`config.mk`:
```
export PLATFORM = sky130hd
export DESIGN_NAME = afu_div
export DESIGN_NICKNAME = d
export VERILOG_FILES = /design/src/hw/rtl/afu_pkg.sv /design/src/hw/rtl/afu_div.sv
export SDC_FILE = /design/constraint.sdc
export NUM_CORES = 2
export LEC_CHECK = 0
export BUFFER_PORTS_ARGS = -buffer_cell sky130_fd_sc_hd__buf_2
export CORE_MARGIN = 2
export CORE_UTILIZATION = 46
export CTS_CLUSTER_DIAMETER = 200
export DETAILED_ROUTE_END_ITERATION = 6
export PLACE_DENSITY_LB_ADDON = 0.2
export SLEW_MARGIN = 5
export SYNTH_ARGS = -nofsm -noshare
export SYNTH_HDL_FRONTEND = slang
export SYNTH_SLANG_ARGS = --single-unit
```
`constraint.sdc`:
```
create_clock -name clk -period 5.7 [get_ports clk]
set_clock_uncertainty 0.15 [all_clocks]
set_input_delay 0.285 -clock clk [delete_from_list [all_inputs] [get_ports clk]]
set_output_delay 0.285 -clock clk [all_outputs]
set_load 0.05 [all_outputs]
```
`src/hw/rtl/afu_pkg.sv`:
```
// Shared constants, operation codes and the sideband type of the activation unit.
// Used by afu_div and activation_function_unit_top; depends on nothing else.
package afu_pkg;

  localparam int DATA_W = 32;
  localparam int FRAC_W = 16;
  localparam int CB     = 24;

  // Operation codes of the func field.
  localparam logic [2:0] FN_GELU = 3'd0;
  localparam logic [2:0] FN_ERF  = 3'd1;
  localparam logic [2:0] FN_TANH = 3'd2;
  localparam logic [2:0] FN_SIG  = 3'd3;
  localparam logic [2:0] FN_MAX  = 3'd4;

  // Coefficients held as round(c * 2^24).
  localparam logic signed [25:0] K_G_SLOPE = 26'sd5149313;
  localparam logic signed [25:0] K_G_OFS   = 26'sd8405385;
  localparam logic signed [25:0] K_G_MAX   = 26'sd16810770;
  localparam logic signed [25:0] K_G_SCALE = 26'sd16739115;
  localparam logic signed [25:0] K_E_GAIN  = 26'sd18568586;
  localparam logic signed [25:0] K_E_CUBE  = 26'sd575425;
  localparam logic signed [25:0] K_E_DSQ   = 26'sd6343281;
  localparam logic signed [25:0] K_E_D0    = 26'sd16693330;
  localparam logic signed [25:0] K_T_GAIN  = 26'sd15099847;
  localparam logic signed [25:0] K_T_CUBE  = 26'sd899913;
  localparam logic signed [25:0] K_T_DSQ   = 26'sd5756951;
  localparam logic signed [25:0] K_T_D0    = 26'sd15119963;
  // GELU offset 0.004004 rounded to the output fraction width.
  localparam logic signed [35:0] K_G_BIAS_F = 36'sd262;

  localparam logic signed [31:0] LIM_2 = 32'sd131072;
  localparam logic signed [31:0] LIM_3 = 32'sd196608;
  localparam logic signed [31:0] LIM_4 = 32'sd262144;
  localparam logic signed [31:0] LIM_6 = 32'sd393216;

  // Divider: 28-bit quotient, two bits per stage.
  localparam int DIV_W     = 28;
  localparam int DIV_STEPS = DIV_W / 2;
  localparam int LATENCY   = 8 + DIV_STEPS;

  typedef struct packed {
    logic [2:0]         func;
    logic signed [31:0] alt;
    logic               last;
  } sb_t;

endpackage

```
`src/hw/rtl/afu_div.sv`:
```
// Pipelined restoring divider: round(|num| * 2^24 / den), two quotient bits per stage.
// Depends on afu_pkg for widths and the sideband type.
module afu_div (
  input  logic                           clk,
  input  logic                           rst_n,
  input  logic                           in_vld,
  input  logic signed [28:0]             in_num,
  input  logic [afu_pkg::DIV_W-1:0]      in_den,
  input  afu_pkg::sb_t                   in_sb,
  output logic                           out_vld,
  output logic [afu_pkg::DIV_W-1:0]      out_q,
  output logic                           out_neg,
  output afu_pkg::sb_t                   out_sb
);

  localparam int W = afu_pkg::DIV_W;
  localparam int S = afu_pkg::DIV_STEPS;

  logic               vld_r [0:S];
  logic [W-1:0]       rem_r [0:S];
  logic [W-1:0]       low_r [0:S];
  logic [W-1:0]       q_r   [0:S];
  logic [W-1:0]       den_r [0:S];
  logic               neg_r [0:S];
  afu_pkg::sb_t       sb_r  [0:S];

  logic [W-1:0]       mag;
  logic [52:0]        dvd_nxt;

  // The dividend carries half the divisor so the quotient rounds to nearest.
  always_comb begin
    mag     = in_num[28] ? W'(-in_num) : W'(in_num);
    dvd_nxt = {1'b0, mag, 24'b0} + 53'(in_den >> 1);
  end

  always_ff @(posedge clk) begin
    if (!rst_n) begin
      vld_r[0] <= 1'b0;
    end else begin
      vld_r[0] <= in_vld;
    end
  end

  always_ff @(posedge clk) begin
    rem_r[0] <= W'(dvd_nxt[52:W]);
    low_r[0] <= dvd_nxt[W-1:0];
    q_r[0]   <= '0;
    den_r[0] <= in_den;
    neg_r[0] <= in_num[28];
    sb_r[0]  <= in_sb;
  end

  for (genvar s = 0; s < S; s++) begin : g_step
    logic [W:0]   sh1, sh2;
    logic [W-1:0] r1, r2;
    logic         b1, b2;

    always_comb begin
      sh1 = {rem_r[s], low_r[s][W-1]};
      b1  = sh1 >= {1'b0, den_r[s]};
      r1  = b1 ? W'(sh1 - {1'b0, den_r[s]}) : sh1[W-1:0];
      sh2 = {r1, low_r[s][W-2]};
      b2  = sh2 >= {1'b0, den_r[s]};
      r2  = b2 ? W'(sh2 - {1'b0, den_r[s]}) : sh2[W-1:0];
    end

    always_ff @(posedge clk) begin
      if (!rst_n) begin
        vld_r[s+1] <= 1'b0;
      end else begin
        vld_r[s+1] <= vld_r[s];
      end
    end

    always_ff @(posedge clk) begin
      rem_r[s+1] <= r2;
      low_r[s+1] <= {low_r[s][W-3:0], 2'b00};
      q_r[s+1]   <= {q_r[s][W-3:0], b1, b2};
      den_r[s+1] <= den_r[s];
      neg_r[s+1] <= neg_r[s];
      sb_r[s+1]  <= sb_r[s];
    end
  end

  assign out_vld = vld_r[S];
  assign out_q   = q_r[S];
  assign out_neg = neg_r[S];
  assign out_sb  = sb_r[S];

  // The final remainder stays below a nonzero divisor.
  a_rem_below_den: assert property (@(posedge clk) disable iff (!rst_n)
    vld_r[S] && den_r[S] != '0 |-> rem_r[S] < den_r[S])
    else $error("divider remainder not below divisor");

  a_vld_flow: assert property (@(posedge clk) disable iff (!rst_n)
    vld_r[S] |-> $past(in_vld, S + 1))
    else $error("divider output without matching input");

  a_sb_flow: assert property (@(posedge clk) disable iff (!rst_n)
    vld_r[S] |-> out_sb.last == $past(in_sb.last, S + 1))
    else $error("divider sideband out of step");

endmodule

```
==> impl_metrics.yaml <==
clock_network:
  clock-root-buffer: "clkbuf_16"
  cts_htree_levels: 4
  clock_sinks: 1567
  clk_latency_ps: 840
  clk_pin_slew_ps: 60
  clk_path_buf_depth: 3
  cts_buffers: 166
  cts_tree: "built"
finish:
  n_fill_cell: 13960
  syn2layout_area_growth_pct: 37.85
  multi_input_area_um2: 47820
  drive_gt1_frac: 0.3275
  post-route-util: 0.6389
  nNetsFinal: 11480
  seq_area_um2: 31520
logic_synthesis:
  yosys_warnings: 0
  synth_top_area_frac: 0.3994
  synth_edf_count: 0
  syn-cell-area_um2: 78550
  ys_seq_elements: 1567
  synthTopCellsByArea: "dfxtp_1 (40%), ha_1 (13%), mux2_2 (5.9%)"
  synth_cell_types: 102
  synth_ff_type: "dfxtp_1"
  ys_seq_area_frac: 0.3994
  synth_most_common_cell: "dfxtp_1"
  async_flop_share: 0
  yosys.area.top_type: "dfxtp_1"
  syn_nets: 9226
  synth_top_cells_by_count: "dfxtp_1 (1567), ha_1 (786), a21oi_1 (729), inv_1 (596), nand2_1 (522)"
  synth.avg_cell_area_um2: 9.445
  synth_cells: 8316
route:
  drt-initial-drc-count: 3588
  via_per_inst: 5.248
  drc: 0
  post_drt_wl_per_cell_um: 17.79
  vias: 67850
  ant_nets: 0
  first_pass_iters: 5
  wl_um: 230000
min_path:
  hold_path.class: "input pin to flip-flop"
  holdPathStages: 3
setup_path:
  path_depth: 24
  cp-start-kind: "flip-flop"
  worstPathMaxFanout: 8
  crit_path_end_kind: "flip-flop"
  crit_family: "compound AO/OA/AOI/OAI gates"
  criticalPathCategory: "flip-flop to flip-flop"
  max_stage_delay_ps: 370
  path_buf_inv: 2
  crit_chain: "ha_4 -> nor2b_4 -> o211ai_1 -> a211o_1 -> o31ai_4 -> o21ai_2 -> a31o_4 -> a211oi_4 -> a41oi_4 -> buf_6 -> mux2_4 -> ha_4 -> a21o_1 -> a21o_1 -> a21oi_2 -> nor3b_2 -> o21ai_1 -> a31oi_2 -> o31ai_4 -> a221oi_2 -> o311ai_1 -> a31o_2 -> clkbuf_16 -> mux2_2"
  slowest_stage: "dfxtp_1"
  r2r_cells: 24
  worstPathArrival_ps: 6440
  worst_ep_required_time_ps: 6270
floorplanning:
  core_um2: 169500
  die-area_um2: 174100
  core.rowCount: 151
  io_pins: 162
  die_w_um: 417.2
  start_util: 0.4635
  chipHeight_um: 417.2
sta:
  drv_slew: 0
  period_needed_ps: 5866
  hold_violations: 0
  final-setup-viol-count: 27
  worst_pin_slew_ps: 820.0
  slew_headroom: 0.4533
  rsz0062_at_grt: "yes"
  post-route-period-util: 1.029
  fmax_mhz: 170.5
  setup_ws_ps: -166.3
place:
  gp_congestion: 0.9441
  port_buffers: 161
  dp_hpwl_um: 174700
global_route:
  first_global_vias: 67450
  grtUsageTotal: 0.2492
  grt_first_pass_wirelength_um: 350700
  grt.overflow.total: 0
  grt_max_degree: 50
  antenna_found_initial: 0
outcome:
  violations: "negative setup slack"
  status: "finished with violations"
run:
  maxCapViolations: 0
## layout by cell type (no fill, tap or decap), types with 79 or more instances in the layout
master,n
a21o_1,313
a21oi_1,610
a21oi_2,113
buf_2,162
buf_4,1806
clkbuf_16,189
dfxtp_1,1471
dfxtp_2,84
dlygate4sd3_1,194
ha_1,678
ha_4,97
inv_1,556
mux2_2,387
nand2_1,509
nand2b_1,79
nand3_1,112
nand4_1,101
nor2_1,488
nor3_1,92
o21a_1,116
o21ai_0,390
o21bai_1,87
xnor2_1,449
xor2_1,224
## cell type report
| cell class | count | area share |
|---|---|---|
| multi-input cells | 5982 | 0.4417 |
| well taps | 2218 | 0.02563 |
| clock buffers | 204 | 0.04209 |
| repair buffers | 2255 | 0.1658 |
| inverters | 601 | 0.02100 |
| clock inverters | 101 | 0.01267 |
| flip-flops and latches | 1567 | 0.2911 |
| diodes | 1 | 0.00002311 |
## what timing repair did
item,CTS,global route
hold buffers,194,0
endpoints found under the hold margin,109,0
pin swaps,45,244
setup endpoints to repair,339,379
setup buffers,30,120
cloned,8,27
resized for setup,173,750
## stage by stage
stage	setup slack (ps)	cells	setup TNS, ps	hold WS, ps	instance area, µm²
4_1_cts	-7.328	12790	-7.328	28.47	103500
3_3_place_gp	-570.1	12250	-48230	159.5	94630
5_1_grt	-327.5	12930	-15720	102.1	108300
6_report	-166.3	12930	-3847	141.7	108300
3_5_place_dp	-479.5	12250	-63360	162.1	94630
2_1_floorplan	1.902	8316	0	159.6	78660
## cell families after synthesis
family                   after synthesis  share of synthesized area
AO/OA/AOI/OAI                       2241                     0.1800
buffers and inverters                769                    0.03927
AND/OR/NAND/NOR                     1799                     0.1093
multiplexers                         452                    0.06464
flip-flops                          1567                     0.3994
adder cells (fa/ha/maj)              814                     0.1323
XOR/XNOR                             674                    0.07515
## tightest hold or removal path: cells and delay by family
kind | cells | cell delay [ps]
adder cells (fa/ha/maj) | 1 | 140
buffers and inverters | 2 | 660
## routing by layer
layer | vias to the layer above | share of wire | global-route usage
met5 | - | 0 | 0
met4 | 0 | 0.039 | 0.09617
met3 | 469 | 0.035 | 0.02905
met2 | 1324 | 0.49 | 0.4468
met1 | 32090 | 0.43 | 0.3031
li1 | 33970 | - | -
## worst paths after layout
path | startpoint | end | slack (ps)
max | rem_r[0][0] | rem_r[0][36] | -170
min | in_den[25] | low_r[0][24] | 140
max reg2reg | rem_r[0][0] | rem_r[0][36] | -170
min reg2reg | sb_r[0][48] | sb_r[1][12] | 150
## flip-flops by register name, summed over array words and instances (netlist names)
register / cells
den_r: 392
sb_r: 540
rem_r: 389
neg_r: 15
vld_r: 15
q_r: 210
low_r: 6
Power is left out: the tool's default activity adds up to more than one toggle a clock period on the data nets, which glitch-free logic cannot reach.
